## src/rtl/snt_pkg.sv

```systemverilog
`timescale 1ns / 1ps
// ----------------------------------------------------------------------------
// snt_pkg: shared definitions for the scientific-notation tokenizer
// Parser phase codes, character constants, the parser state and result types,
// and the small character classifiers used by the parser.
// ----------------------------------------------------------------------------
package snt_pkg;

  // Parser phase codes.
  localparam logic [2:0] PH_IDLE    = 3'd0;
  localparam logic [2:0] PH_INT     = 3'd1;
  localparam logic [2:0] PH_FRAC    = 3'd2;
  localparam logic [2:0] PH_EXPMARK = 3'd3;
  localparam logic [2:0] PH_EXPSIGN = 3'd4;
  localparam logic [2:0] PH_EXPDIG  = 3'd5;

  // Item kinds.
  localparam logic KIND_CHAR  = 1'b0;
  localparam logic KIND_FLUSH = 1'b1;

  // Character codes.
  localparam logic [7:0] CH_MINUS = 8'h2D;
  localparam logic [7:0] CH_PLUS  = 8'h2B;
  localparam logic [7:0] CH_DOT   = 8'h2E;
  localparam logic [7:0] CH_UPR_E = 8'h45;
  localparam logic [7:0] CH_LWR_E = 8'h65;
  localparam logic [7:0] CH_UPR_D = 8'h44;
  localparam logic [7:0] CH_LWR_D = 8'h64;
  localparam logic [7:0] CH_ZERO  = 8'h30;
  localparam logic [7:0] CH_NINE  = 8'h39;

  // State of the number being parsed.
  typedef struct packed {
    logic [2:0]  phase;
    logic        sign_neg;
    logic [31:0] mant;
    logic [15:0] frac_cnt;
    logic [15:0] exp_acc;
    logic        exp_neg;
    logic        int_seen;
  } snt_state_t;

  // One result item.
  typedef struct packed {
    logic               valid_res;
    logic               negative;
    logic [31:0]        mantissa;
    logic signed [15:0] exponent;
  } snt_res_t;

  function automatic logic is_digit(input logic [7:0] c);
    is_digit = (c >= CH_ZERO) && (c <= CH_NINE);
  endfunction

  function automatic logic is_marker(input logic [7:0] c);
    is_marker = (c == CH_UPR_E) || (c == CH_LWR_E) ||
                (c == CH_UPR_D) || (c == CH_LWR_D);
  endfunction

endpackage

```

## src/rtl/snt_parser.sv

```systemverilog
`timescale 1ns / 1ps
// ----------------------------------------------------------------------------
// snt_parser: number parser state and its update
// Holds the state of the number in progress, advances it by one item per
// step and forms the result item when a number ends.
// ----------------------------------------------------------------------------
module snt_parser
  import snt_pkg::*;
(
  input  logic       clk,
  input  logic       rst_n,
  input  logic       step,
  input  logic       kind,
  input  logic [7:0] char_code,
  output logic       emit,
  output snt_res_t   res
);

  snt_state_t st_r;
  snt_state_t st_nxt;
  snt_state_t st_clr;
  snt_state_t st_start;
  snt_state_t st_take;
  logic       take_ok;
  logic       active;
  logic       c_digit;
  logic [7:0] c_diff;
  logic [3:0] dig;
  logic [31:0] mant_acc;
  logic [15:0] exp_acc_nxt;
  logic [15:0] exp_signed;

  // Digit value and the multiply-by-ten accumulations (shift and add).
  assign c_digit     = is_digit(char_code);
  assign c_diff      = char_code - CH_ZERO;
  assign dig         = c_diff[3:0];
  assign mant_acc    = (st_r.mant << 3) + (st_r.mant << 1) + {28'd0, dig};
  assign exp_acc_nxt = (st_r.exp_acc << 3) + (st_r.exp_acc << 1) + {12'd0, dig};

  assign active = (st_r.phase >= PH_INT) && (st_r.phase <= PH_EXPDIG);

  // Cleared state, and the state after a character starts a number.
  always_comb begin
    st_clr       = '0;
    st_clr.phase = PH_IDLE;
    st_start     = st_clr;
    if (char_code == CH_MINUS) begin
      st_start.sign_neg = 1'b1;
      st_start.phase    = PH_INT;
    end else if (char_code == CH_PLUS) begin
      st_start.phase = PH_INT;
    end else if (c_digit) begin
      st_start.mant     = {28'd0, dig};
      st_start.int_seen = 1'b1;
      st_start.phase    = PH_INT;
    end else if (char_code == CH_DOT) begin
      st_start.phase = PH_FRAC;
    end else if (is_marker(char_code)) begin
      st_start.phase = PH_EXPMARK;
    end
  end

  // State after a character continues the current number.
  always_comb begin
    st_take = st_r;
    take_ok = 1'b0;
    case (st_r.phase)
      PH_INT: begin
        if (c_digit) begin
          st_take.mant     = mant_acc;
          st_take.int_seen = 1'b1;
          take_ok          = 1'b1;
        end else if (char_code == CH_DOT) begin
          st_take.phase = PH_FRAC;
          take_ok       = 1'b1;
        end else if (is_marker(char_code)) begin
          st_take.phase = PH_EXPMARK;
          take_ok       = 1'b1;
        end
      end
      PH_FRAC: begin
        if (c_digit) begin
          st_take.mant     = mant_acc;
          st_take.frac_cnt = st_r.frac_cnt + 16'd1;
          take_ok          = 1'b1;
        end else if (is_marker(char_code)) begin
          st_take.phase = PH_EXPMARK;
          take_ok       = 1'b1;
        end
      end
      PH_EXPMARK, PH_EXPSIGN, PH_EXPDIG: begin
        // Only directly after the marker may an exponent sign appear.
        if ((st_r.phase == PH_EXPMARK) && (char_code == CH_MINUS)) begin
          st_take.exp_neg = 1'b1;
          st_take.phase   = PH_EXPSIGN;
          take_ok         = 1'b1;
        end else if ((st_r.phase == PH_EXPMARK) && (char_code == CH_PLUS)) begin
          st_take.phase = PH_EXPSIGN;
          take_ok       = 1'b1;
        end else if (c_digit) begin
          st_take.exp_acc = exp_acc_nxt;
          st_take.phase   = PH_EXPDIG;
          take_ok         = 1'b1;
        end
      end
      default: begin
        take_ok = 1'b0;
      end
    endcase
  end

  // Choose the next state; a character that does not fit ends the number
  // and is examined again as a possible start.
  always_comb begin
    st_nxt = st_r;
    emit   = 1'b0;
    if (step) begin
      if (kind == KIND_FLUSH) begin
        emit   = active;
        st_nxt = st_clr;
      end else if (!active) begin
        st_nxt = st_start;
      end else if (take_ok) begin
        st_nxt = st_take;
      end else begin
        emit   = 1'b1;
        st_nxt = st_start;
      end
    end
  end

  // Result item built from the state of the number that ends.
  assign exp_signed    = st_r.exp_neg ? (16'd0 - st_r.exp_acc) : st_r.exp_acc;
  assign res.valid_res = st_r.int_seen &&
                         (st_r.phase != PH_EXPMARK) && (st_r.phase != PH_EXPSIGN);
  assign res.negative  = st_r.sign_neg;
  assign res.mantissa  = st_r.mant;
  assign res.exponent  = exp_signed - st_r.frac_cnt;

  // State register.
  always_ff @(posedge clk) begin
    if (!rst_n) begin
      st_r <= st_clr;
    end else begin
      st_r <= st_nxt;
    end
  end

`ifndef SYNTHESIS
  // A flush always leaves the parser idle.
  assert property (@(posedge clk) disable iff (!rst_n)
    (step && (kind == KIND_FLUSH)) |=> (st_r.phase == PH_IDLE))
    else $error("parser not idle after flush");

  // A flush with no number in progress gives no result.
  assert property (@(posedge clk) disable iff (!rst_n)
    (step && (kind == KIND_FLUSH) && (st_r.phase == PH_IDLE)) |-> !emit)
    else $error("result emitted for flush while idle");

  // Results come only from a processed item.
  assert property (@(posedge clk) disable iff (!rst_n) emit |-> step)
    else $error("result emitted without an item");

  // The phase never leaves the defined range.
  assert property (@(posedge clk) disable iff (!rst_n) st_r.phase <= PH_EXPDIG)
    else $error("parser phase out of range");
`endif

endmodule

```

## src/rtl/snt_out_buf.sv

```systemverilog
`timescale 1ns / 1ps
// ----------------------------------------------------------------------------
// snt_out_buf: two-entry result buffer
// Registers result items and holds them while the output channel stalls, so
// that the parser keeps running while one result waits.
// ----------------------------------------------------------------------------
module snt_out_buf
  import snt_pkg::*;
(
  input  logic     clk,
  input  logic     rst_n,
  input  logic     push,
  input  snt_res_t push_res,
  output logic     ready,
  output logic     out_valid,
  input  logic     out_stall,
  output snt_res_t out_res
);

  snt_res_t   mem_r [2];
  logic       wr_ptr_r;
  logic       rd_ptr_r;
  logic [1:0] cnt_r;
  logic       pop;

  // There is room for one more item whenever the buffer is not full.
  assign ready     = (cnt_r != 2'd2);
  assign out_valid = (cnt_r != 2'd0);
  assign out_res   = mem_r[rd_ptr_r];
  assign pop       = out_valid && !out_stall;

  // Storage.
  always_ff @(posedge clk) begin
    if (push) begin
      mem_r[wr_ptr_r] <= push_res;
    end
  end

  // Pointers and fill count.
  always_ff @(posedge clk) begin
    if (!rst_n) begin
      wr_ptr_r <= 1'b0;
      rd_ptr_r <= 1'b0;
      cnt_r    <= 2'd0;
    end else begin
      if (push) begin
        wr_ptr_r <= ~wr_ptr_r;
      end
      if (pop) begin
        rd_ptr_r <= ~rd_ptr_r;
      end
      case ({push, pop})
        2'b10:   cnt_r <= cnt_r + 2'd1;
        2'b01:   cnt_r <= cnt_r - 2'd1;
        default: cnt_r <= cnt_r;
      endcase
    end
  end

endmodule

```

## src/rtl/sci_notation_number_tokenizer.sv

```systemverilog
`timescale 1ns / 1ps
// ----------------------------------------------------------------------------
// sci_notation_number_tokenizer: decimal scientific-notation tokenizer
// Parses ASCII numbers of the form [sign] digits [. digits] [E|e|D|d [sign]
// digits] into sign, 32-bit mantissa and 16-bit decimal exponent.
// ----------------------------------------------------------------------------
// The block takes one item per clock cycle without pause as long as the
// output side keeps up. An accepted item is held in an input register,
// goes through the parser update (a multiply by ten done as shift and add)
// and its result, if any, is written to a two-entry output buffer, which
// presents it at the output until it is taken. The input stalls only when
// the output buffer is full and the input register holds an item; one
// result may wait at the output while parsing goes on.
// ----------------------------------------------------------------------------
module sci_notation_number_tokenizer
  import snt_pkg::*;
(
  input  logic               clk,
  input  logic               rst_n,
  input  logic               in_valid,
  output logic               in_stall,
  input  logic               in_kind,
  input  logic [7:0]         in_char_code,
  output logic               out_valid,
  input  logic               out_stall,
  output logic               out_valid_res,
  output logic               out_negative,
  output logic [31:0]        out_mantissa,
  output logic signed [15:0] out_exponent
);

  logic       in_vld_r;
  logic       in_kind_r;
  logic [7:0] in_char_r;
  logic       in_acc;
  logic       adv;
  logic       buf_ready;
  logic       emit;
  snt_res_t   res;
  snt_res_t   out_res;

  // The held item moves on when the buffer has room for its result.
  assign adv      = in_vld_r && buf_ready;
  assign in_stall = in_vld_r && !buf_ready;
  assign in_acc   = in_valid && !in_stall;

  // Input register.
  always_ff @(posedge clk) begin
    if (!rst_n) begin
      in_vld_r <= 1'b0;
    end else if (in_acc) begin
      in_vld_r <= 1'b1;
    end else if (adv) begin
      in_vld_r <= 1'b0;
    end
  end

  always_ff @(posedge clk) begin
    if (in_acc) begin
      in_kind_r <= in_kind;
      in_char_r <= in_char_code;
    end
  end

  // Parser.
  snt_parser u_parser (
    .clk       (clk),
    .rst_n     (rst_n),
    .step      (adv),
    .kind      (in_kind_r),
    .char_code (in_char_r),
    .emit      (emit),
    .res       (res)
  );

  // Result buffer.
  snt_out_buf u_out_buf (
    .clk       (clk),
    .rst_n     (rst_n),
    .push      (emit),
    .push_res  (res),
    .ready     (buf_ready),
    .out_valid (out_valid),
    .out_stall (out_stall),
    .out_res   (out_res)
  );

  assign out_valid_res = out_res.valid_res;
  assign out_negative  = out_res.negative;
  assign out_mantissa  = out_res.mantissa;
  assign out_exponent  = out_res.exponent;

endmodule

```

## config.mk

```make
export PLATFORM = sky130hd
export DESIGN_NAME = sci_notation_number_tokenizer
export DESIGN_NICKNAME = d
export VERILOG_FILES = /design/src/rtl/snt_pkg.sv /design/src/rtl/snt_parser.sv /design/src/rtl/snt_out_buf.sv /design/src/rtl/sci_notation_number_tokenizer.sv
export SDC_FILE = /design/constraint.sdc
export NUM_CORES = 1
export LEC_CHECK = 0
export ABC_CLOCK_PERIOD_IN_PS = 6850
export BUFFER_PORTS_ARGS = -buffer_cell sky130_fd_sc_hd__buf_2
export CORE_MARGIN = 3
export CORE_UTILIZATION = 50
export DETAILED_ROUTE_END_ITERATION = 8
export PLACE_DENSITY = 0.66
export SLEW_MARGIN = 20
export SYNTH_ARGS = -nofsm -noshare
export SYNTH_HDL_FRONTEND = slang
export SYNTH_HIERARCHICAL = 1
export SYNTH_SLANG_ARGS = --single-unit
```

## constraint.sdc

```tcl
create_clock -name clk -period 6.85 [get_ports clk]
set_clock_uncertainty 0.1 [all_clocks]
set_input_delay 0.685 -clock clk [delete_from_list [all_inputs] [get_ports clk]]
set_output_delay 0.685 -clock clk [all_outputs]
set_load 0.01 [all_outputs]
```

# --- After elaboration in Yosys (flattened, before gate mapping) ---
# Memories as Yosys holds them, arrays and structs flattened. A register that Yosys moved wholly into a read port is not among the register bits.
# Index checks and enable logic that the tools add are counted.
classes:
  n_mul: 0
  eq_ne: 32
  mux: 53
  n_addsub: 10
  bitwise: 2
  shift: 0
  n_reduce_logical: 27
  div: 0
  magnitude_cmp: 4
ops:
  columns: ["cell", "count"]
  rows:
  - ["two-way mux 70 bit", 3]
  - ["two-way mux 32 bit", 3]
  - ["two-way mux 16 bit", 5]
  - ["case mux 32 bit (2 select lines)", 1]
  - ["two-way mux 48 bit", 1]
  - ["two-way mux 3 bit", 11]
  - ["adder 32 bit", 1]
  - ["adder 32 x 4 -> 32 bit", 1]
  - ["equality test 8 x 7 -> 1 bit, second input constant", 4]
  - ["inequality test 4 bit, second input constant", 7]
  - ["inequality test 5 bit, second input constant", 5]
  - ["equality test 8 x 6 -> 1 bit, second input constant", 3]
  - ["two-way mux 1 bit", 23]
  - ["two-way mux 17 bit", 1]
  - ["adder 16 x 1 -> 16 bit, second input constant", 1]
  - ["adder 16 bit", 1]
  - ["adder 16 x 4 -> 16 bit", 1]
  - ["subtractor 1 x 16 -> 16 bit, first input constant", 1]
  - ["subtractor 16 bit", 1]
  - ["logical AND 1 bit", 10]
  - ["AND reduction 5 bit", 2]
  - ["case mux 3 bit (3 select lines)", 1]
  - ["AND reduction 3 bit", 3]
  - ["greater-or-equal comparator 8 x 6 -> 1 bit, second input constant", 1]
  - ["other kinds (27)", 37]
totals:
  memories: 1
  out_inout_bits: 52
  register_bits: 84
  latch_bits: 0
  input_bits: 13
  rom_bits: 0
  ram_bits: 100
mem_list:
  columns: ["name", "words", "word_bits", "rd", "rd_ports_with_merged_regs", "wr", "line", "source"]
  rows:
  - ["u_out_buf.mem_r", 2, 50, 1, 1, 1, "snt_out_buf.sv:20", "snt_res_t mem_r [2];"]

# --- Depth between registers and ports, before layout ---
# Gate-level depths: netlist of the first run.
logic_depth:
  ltp_word: 14
  depth_mapped: 14
  depth_no_buf: 13

# --- Modules after synthesis ---
# Netlist of the first run, hierarchy kept.
by_module_without_submodules:
  columns: ["mod", "area_per_inst_um2", "cells_per_inst", "instances"]
  rows:
  - ["snt_parser", 6988.0, 883, 1]
  - ["snt_out_buf", 3821.2, 181, 1]
  - ["sci_notation_number_tokenizer", 324.1, 14, 1]

# --- Worst setup path before layout of the first run ---
# No wires, ideal clock.
synth_path:
  kind: "reg-to-reg"
  startpoint: "reg u_parser/st_r[67] (netlist name)"
  endpoint: "mem u_out_buf/mem_r[0][0] (netlist name) (enable)"
  synth_period_minus_slack_ns: 4.475
  required_time_ns: 6.291
  path_slack_ns: 2.375
  setup_ns: 0.459
  arrival_ns: 3.915
  stages_incl_launch_ff: 12
  path_cell_list: "dfxtp_1 > buf_2 > or2_2 > a41oi_1 > a221o_1 > nand3_2 > nand2b_1 > buf_2 > nand2_1 > nor2_1 > inv_1 > nor2_1"
synth_via:
  elab_chain_len: 11
synth_lines:
  columns: ["item", "line", "source"]
  rows:
  - ["start: declaration", "snt_parser.sv:19", "snt_state_t st_r;"]
  - ["start signal: assignment", "snt_parser.sv:143", "st_r <= st_clr;"]
  - ["start signal: assignment", "snt_parser.sv:145", "st_r <= st_nxt;"]
  - ["equality test 3 x 2 -> 1 bit", "snt_parser.sv:67, snt_parser.sv:93, snt_parser.sv:97", null]
  - ["logical AND 1 bit", "snt_parser.sv:97", "end else if ((st_r.phase == PH_EXPMARK) && (char_code == CH_PLUS)) begin"]
  - ["two-way mux 1 bit", "snt_parser.sv:97", null]
  - ["two-way mux 1 bit", "snt_parser.sv:93", "if ((st_r.phase == PH_EXPMARK) && (char_code == CH_MINUS)) begin"]
  - ["case mux 1 bit (3 select lines)", "snt_parser.sv:67", "case (st_r.phase)"]
  - ["two-way mux 1 bit", "snt_parser.sv:123", "end else if (take_ok) begin"]
  - ["two-way mux 1 bit", "snt_parser.sv:121", "end else if (!active) begin"]
  - ["two-way mux 1 bit *", "snt_parser.sv:118", "if (kind == KIND_FLUSH) begin"]
  - ["two-way mux 1 bit *", "snt_parser.sv:117", "if (step) begin"]
  - ["named net emit", "sci_notation_number_tokenizer.sv:38", "logic emit;"]
  - ["two-way mux 1 bit *", "snt_out_buf.sv:34", "if (push) begin"]
  - ["two-way mux 1 bit (implied by the code) *", "snt_out_buf.sv:35", "mem_r[wr_ptr_r] <= push_res;"]
  - ["end: declaration", "snt_out_buf.sv:20", null]
# The timed path passes the listed nets; every way through them passes the cells marked *.

# --- Worst setup path after layout of the first run ---
layout_path:
  startpoint: "reg in_char_r[3]"
  endpoint: "reg u_parser.st_r, in the netlist u_parser/res[33]"
layout_via:
  elab_chain_len: 11
layout_lines:
  columns: ["item", "line", "source"]
  rows:
  - ["start: declaration", "sci_notation_number_tokenizer.sv:34", "logic [7:0] in_char_r;"]
  - ["start signal: assignment", "sci_notation_number_tokenizer.sv:61", "in_char_r <= in_char_code;"]
  - ["parallel branches: the longest is 11 deep, another holds adder 32 x 4 -> 32 bit", null, null]
# Parallel ways; which one is timed is not known. The select of a mux whose other input is x is not followed.
# A chain may end at the register's enable or synchronous reset.

==> metrics.yaml, run 1 <==
route:
  viasPerCell: 5.70
  num_vias: 7904
  dr.pass1.iters: 5
  route.antenna.remaining_nets: 0
  wl_per_cell_um: 16.3
  drtIter0Drc: 512
  routed_wirelength_um: 22700
  drc: 0
floorplan:
  rows: 53
  die_y_um: 155
  dieArea_um2: 24100
  coreArea_um2: 21400
  pin_count: 65
  start_util_pct: 52.0
  dieWidth_um: 155
job:
  maxCapViolations: 0
sta:
  finalCriticalPeriod_ps: 3780
  worst_pin_slew_ps: 995
  maxSlewHeadroom_pct: 33.5
  hold_slack_ps: 320
  fin_tns_setup_ps: 0
  hold_viol_final: 0
  fmax_mhz: 265
  rsz0062_at_grt: "false"
  finalCritPeriodShare_pct: 55.2
  slew_violations: 0
  finalSetupViolCount: 0
layout:
  drive_gt1_share_pct: 15.9
  fin_util_pct: 56.2
  multi_input_area_um2: 5770
  fin_area_um2: 12000
  register_area_um2: 4800
  nFillCells: 1852
  area_growth_pct: 8.20
  nets: 1218
  antenna_cells: 0
setup_path:
  path_max_fanout: 7
  critPathLaunchType: "flip-flop"
  slowest_stage: "fa_1"
  critPathTopFamily: "compound AO/OA/AOI/OAI gates"
  crit_buf_inv: 2
  crit_chain: "inv_1 > fa_1 > inv_1 > ha_1 > a211oi_1 > nor2_1 > a31oi_1 > a31oi_1 > o21ai_0 > a2111oi_0 > or3_1 > a32o_1"
  r2r-start: "in_char_r[3]"
  slowest_delay_ps: 540
  critPathArrivalTime_ps: 4010
  required_ps: 7080
  end_kind: "flip-flop"
  crit_type: "reg -> reg"
  cp-startpoint: "in_char_r[3]"
global_route:
  antenna_found_initial: 0
  grt_pass1_vias: 7570
  overflow: 0
  track_usage_pct: 19.4
  grt_max_degree: 51
  grt_pass1_wl_um: 38100
logic_synthesis:
  async_flop_share_pct: 0
  synth_nets: 1198
  ys_seq_area_share_pct: 43.1
  yosys-top-cells-area: "edfxtp_1 29%, dfxtp_1 14%, ha_1 11%, xnor2_1 5.1%, mux2_2 5.1%"
  synth_top_family_by_area: "compound AO/OA/AOI/OAI gates"
  synth_seq_cells: 185
  synth_xor_xnor_area_share_pct: 5.82
  synth_compound_area_share_pct: 14.5
  synth-edff-count: 109
  postSynthCellCount: 1078
  yosys.area.top_type: "edfxtp_1"
  muxShareOfSynthArea_pct: 5.33
  synth_cell_types: 76
  synthAdderAreaFrac_pct: 12.4
  ys.flop_type: "edfxtp_1"
  netlist_area_um2: 11100
  synth_simple_gate_area_share_pct: 13.7
  synth_top_area_share_pct: 29.4
  avgSynthCellArea_um2: 10.3
  ys_warn_count: 6
clock_tree:
  h-tree-depth: 4
  insertion_delay_ps: 440
  clockBufferDepth: 2
  post-cts-setup-buffers: 0
  cts-root-buf: "clkbuf_16"
  cts_resized: 0
  cts_made_buffers: 17
  cts.sinks: 185
  path_clk_slew_ps: 70
  cts_hold_buf: 0
  cts_tree: "yes"
min_path:
  hold_class: "in -> reg"
  min_from: "in_char_code[6]"
placement:
  gp_congestion: 0.892
  dp_hpwl_um: 16300
  port_buffers: 64
  place_area_um2: 11400
power_and_ir_drop:
  power_density_nw_per_um2: 186
  vdd_drop_max_v: 0.000169
  leakage_uw: 0.00476
status:
  status: "completed"
placed cells by master (no fill, tap or decap), types with 24 or more instances in the layout:
master / n
ha_1: 102
nand2_1: 72
a22oi_1: 24
edfxtp_1: 109
mux2_2: 50
nor2_1: 89
dfxtp_1: 75
buf_2: 64
o21ai_0: 47
inv_1: 48
xnor2_1: 65
a21oi_1: 65
per-stage QoR:
stage	worst slack (ps)	instances	power, uW
detailed placement	3080	1354	1260
floorplan	2380	1078	1250
finish	3070	1386	2240
global placement	3160	1354	1260
CTS	3050	1386	2270
global route	2620	1386	2320
worst register-to-register path: cells and delay by family, from the launching register on:
family	cells	cell delay (ps)
buffers and inverters	2	160
and+or+nand+nor	2	450
adders and majority gates	2	850
AOI/OAI and AO/OA	6	1600
DFF	1	510
cells in the mapped netlist (all sizes together) (7+ instances only):
| master | count |
|---|---|
| a211oi | 12 |
| a21boi | 7 |
| a21o | 12 |
| a21oi | 65 |
| a22oi | 24 |
| a31oi | 8 |
| and2 | 7 |
| and3 | 11 |
| buf | 54 |
| clkbuf | 12 |
| dfxtp | 76 |
| edfxtp | 109 |
| ha | 102 |
| inv | 50 |
| mux2 | 50 |
| nand2 | 72 |
| nand2b | 15 |
| nand3 | 20 |
| nand4 | 11 |
| nor2 | 90 |
| nor2b | 12 |
| nor3 | 24 |
| o21a | 10 |
| o21ai | 48 |
| o31ai | 8 |
| or3 | 17 |
| xnor2 | 65 |
| xor2 | 9 |
power breakdown:
part	internal (uW)	switching (uW)	total, uW
Clock	524	473	997
Sequential	1170	6.35	1180
Combinational	20.2	38.6	58.8
cell type report:
type / instances / share of cell area (%)
Inverter: 50 / 1.56
Timing Repair Buffer: 67 / 2.85
Clock inverter: 15 / 1.53
Multi-Input combinational cell: 777 / 47.9
Clock buffer: 17 / 3.53
Sequential cell: 185 / 39.8
Tap cell: 275 / 2.86
path summary, 6_finish.rpt:
| path | endpoint | slack [ps] | depth (start not counted) |
|---|---|---|---|
| worst max register to register | u_parser/res[33] | 3070 | 12 |
| worst min-delay path | in_char_r[6] | 320 | 1 |
| worst min register to register | u_parser/st_r[28] | 360 | 2 |
| worst max-delay path | u_parser/res[33] | 3070 | 12 |
state kept, by name, summed over array words and instances (netlist names), named ones only:
signal / cells
in_char_r: 8
in_kind_r: 1
in_vld_r: 1
u_out_buf/cnt_r: 2
u_out_buf/mem_r: 100
u_out_buf/rd_ptr_r: 1
u_out_buf/wr_ptr_r: 1
u_parser/res: 33
u_parser/st_r: 37
cells by family (layout without fill, tap and decap cells):
logic type	after synthesis	after routing
mux	53	53
buf+inv	116	149
xor+xnor	74	74
simple gates	303	303
flops	185	185
compound gates	240	240
fa+ha+maj	107	107
metal layers:
metal	global-route usage [%]	wire, um	part of all wire, %	vias up
li1	-	-	-	3973
met1	26.5	10700	47	3725
met2	32.2	10700	47	184
met3	3.62	1090	4.8	22
met4	4.59	244	1.1	0
met5	0	0	0	-
Note: power is estimated with default switching activity, not from simulation.
==> run 2, diff against run 1 <==
--- a/config.mk
+++ b/config.mk
@@ -5,12 +5,12 @@
 export SDC_FILE = /design/constraint.sdc
 export NUM_CORES = 1
 export LEC_CHECK = 0
-export ABC_CLOCK_PERIOD_IN_PS = 6850
+export ABC_CLOCK_PERIOD_IN_PS = 3400
 export BUFFER_PORTS_ARGS = -buffer_cell sky130_fd_sc_hd__buf_2
 export CORE_MARGIN = 3
 export CORE_UTILIZATION = 50
 export DETAILED_ROUTE_END_ITERATION = 8
-export PLACE_DENSITY = 0.66
+export PLACE_DENSITY = 0.69
 export SLEW_MARGIN = 20
 export SYNTH_ARGS = -nofsm -noshare
 export SYNTH_HDL_FRONTEND = slang
==> constraint.sdc (replaced) <==
create_clock -name clk -period 3.4 [get_ports clk]
set_clock_uncertainty 0.1 [all_clocks]
set_input_delay 0.34 -clock clk [delete_from_list [all_inputs] [get_ports clk]]
set_output_delay 0.34 -clock clk [all_outputs]
set_load 0.01 [all_outputs]
==> run 2 against run 1 <==
- worst hold slack got worse by 280 ps
- critical path depth decreased by 2
- count of clock-buffer cells in the layout unchanged
- routed wire length increased by 3.7%
- non-clock buffer count increased by 58
- critical endpoint is now u_out_buf/mem_r[0][14]
- register-to-register slack got worse by 3000 ps
- flip-flop and latch count unchanged
- design area increased by 5.4%
- critical path type unchanged
- cell count increased by 4.2%
- first-iteration DRC count decreased by 0.78%
==> metrics.yaml, run 2 (synthesis gave the netlist of run 1 again) <==
status:
  status: "completed"
power_and_ir_drop:
  leakage_uw: 0.00513  # +7.8%
  power_density_nw_per_um2: 364  # +96%
  finalPower_uw: 4620  # +110%
  vdd_drop_max_v: 0.000345  # +100%
layout:
  area_growth_pct: 14.0
  nFillCells: 1798  # -2.9%
  most-common-layout-cells: "109 x edfxtp_1, 98 x ha_1, 88 x nor2_1"
  regMostFlops: "u_out_buf/mem_r"
  nets: 1276  # +4.8%
  largest_reg_flops: 100  # unchanged
  final_common_cell: "edfxtp_1"
  drive_gt1_share_pct: 21.8  # +5.9 points
  antenna_cells: 0  # unchanged
route:
  dr.pass1.iters: 5  # unchanged
  num_vias: 8223  # +4.0%
  viasPerCell: 5.69  # -0.14%
  routed_wirelength_um: 23500  # +3.7%
  wl_per_cell_um: 16.3  # -0.43%
  route.antenna.remaining_nets: 0  # unchanged
  drtIter0Drc: 508  # -0.78%
  drc: 0  # unchanged
sta:
  slew_violations: 0  # unchanged
  finalSetupViolCount: 0  # unchanged
  maxSlewHeadroom_pct: 41.6  # +8.2 points
  hold_viol_final: 0  # unchanged
  fmax_mhz: 302  # +14%
  finalCritPeriodShare_pct: 97.5  # +42 points
  setup_ws_ps: 85.3  # -2980 ps
  worst_pin_slew_ps: 873  # -122 ps
  finalCriticalPeriod_ps: 3310  # -465 ps
min_path:
  min_from: "in_valid"
  min_path_cells: 2  # +1
  hold_class: "in -> reg"
  hold_end: "in_vld_r"
placement:
  port_buffers: 64  # unchanged
  pre_cts_slack_ps: -85.7  # -3160 ps
  gp_congestion: 0.874  # -2.0%
  dp_hpwl_um: 16200  # -0.24%
setup_path:
  critPathLaunchType: "flip-flop"
  r2r_end: "u_out_buf/mem_r[0][14]"
  critPathArrivalTime_ps: 3390  # -620 ps
  end_kind: "flip-flop"
  path_max_fanout: 4  # -3
  crit_type: "reg -> reg"
  r2r-start: "u_parser/st_r[5]"
  r2r_cells: 10  # -2
  required_ps: 3470  # -3610 ps
  rrSetupSlack_ps: 90  # -2980 ps
job:
  maxCapViolations: 0  # unchanged
clock_tree:
  h-tree-depth: 4  # unchanged
  clockBufferDepth: 2  # unchanged
  insertion_delay_ps: 440  # about the same
  cts-root-buf: "clkbuf_16"
  cts_made_buffers: 17  # unchanged
  cts_tree: "yes"
  cts.sinks: 185  # unchanged
  path_clk_slew_ps: 80  # about the same
global_route:
  met3_usage_pct: 3.00  # -0.61 points
  use_met1_pct: 26.4  # -0.093 points
  track_usage_pct: 19.4  # -0.055 points
  grt_pass1_wl_um: 38600  # +1.3%
  grt_pass1_vias: 7841  # +3.6%
  overflow: 0  # unchanged
  grt_max_degree: 52  # +2.0%
  grt-busiest-layer: "met2"
  use_met2_pct: 32.0  # -0.25 points
  antenna_found_initial: 0  # unchanged
floorplan:
  pin_count: 65  # unchanged
  rows: 53  # unchanged
  dieArea_um2: 24100  # unchanged
  dieWidth_um: 155  # unchanged
  coreArea_um2: 21400  # unchanged
  die_y_um: 155  # unchanged
  start_util_pct: 52.0  # unchanged
==> run 2: cell count changes in the layout (fill, tap and decap cells not counted), sizes merged <==
cell | before | now
buf | 67 | 116
clkinv | 5 | 2
bufinv | 1 | 2
inv | 57 | 59
dlygate4sd3 | 0 | 9
==> run 2: worst max path at each step <==
stage	startpoint	end	slack, ps	cells past startpoint
finish	u_parser/st_r[5]	u_out_buf/mem_r[0][14]	90	10
global route	u_parser/st_r[5]	u_out_buf/mem_r[0][15]	-60	11
CTS	u_parser/st_r[5]	u_out_buf/mem_r[0][14]	6	10
detailed placement	u_parser/st_r[3]	u_out_buf/mem_r[1][14]	-90	13
global placement	u_parser/st_r[3]	u_out_buf/mem_r[0][14]	-10	13
floorplan	u_parser/st_r[5]	u_out_buf/mem_r[0][14]	30	10
==> run 2: critical path, stage by stage, from the launching register on <==
cell and delay, ps:
dfxtp_1 310, or4_4 540, or3_4 360, or3_4 400
o21ai_2 130, xnor2_1 140, ha_2 320, nor2_2 110
a211oi_2 60, and4_1 200, or3_1 380
==> run 2: layout make-up <==
class                      instances  area (um2)  area share (%)
clock buffer                      17         425            3.35
clock inverter                    15         199            1.57
inverter                          50         188            1.48
multi-input combinational        777        5920            46.6
sequential                       185        4800            37.8
tap                              275         344            2.71
timing repair buffer             125         826            6.51
==> run 2: routing by layer <==
layer,vias to the layer above,part of all wire [%]
met2,177,47
li1,4082,-
met3,23,3.8
met1,3941,47
met5,-,0
met4,0,1.4
==> run 2: repair_timing <==
item                                    in CTS  in global routing
hold buffers                                 9                  0
gates cloned                                 0                  0
pin swaps                                    0                 12
gates resized for setup                      5                 33
hold endpoints to repair                     9                  0
buffers inserted                             0                  8
endpoints found under the setup margin       6                 20
==> run 2: power breakdown <==
| part | internal (uW) | switching [uW] | total, uW |
|---|---|---|---|
| registers | 2360 | 9.81 | 2370 |
| clock network | 1130 | 969 | 2100 |
| logic | 59.1 | 86.3 | 145 |
| total | 3560 | 1060 | 4620 |
==> run 2: metrics by stage <==
stage	cells	util, %	hold slack, ps	cell area, um2	TNS [ps]
global route	1444	59.3	58.3	12700	-216
CTS	1436	58.4	5.29	12500	0
global placement	1395	54.9	340	11800	-28.1
finish	1444	59.3	39.0	12700	0
floorplan	1078	-	332	11100	0
detailed placement	1395	54.9	345	11800	-178
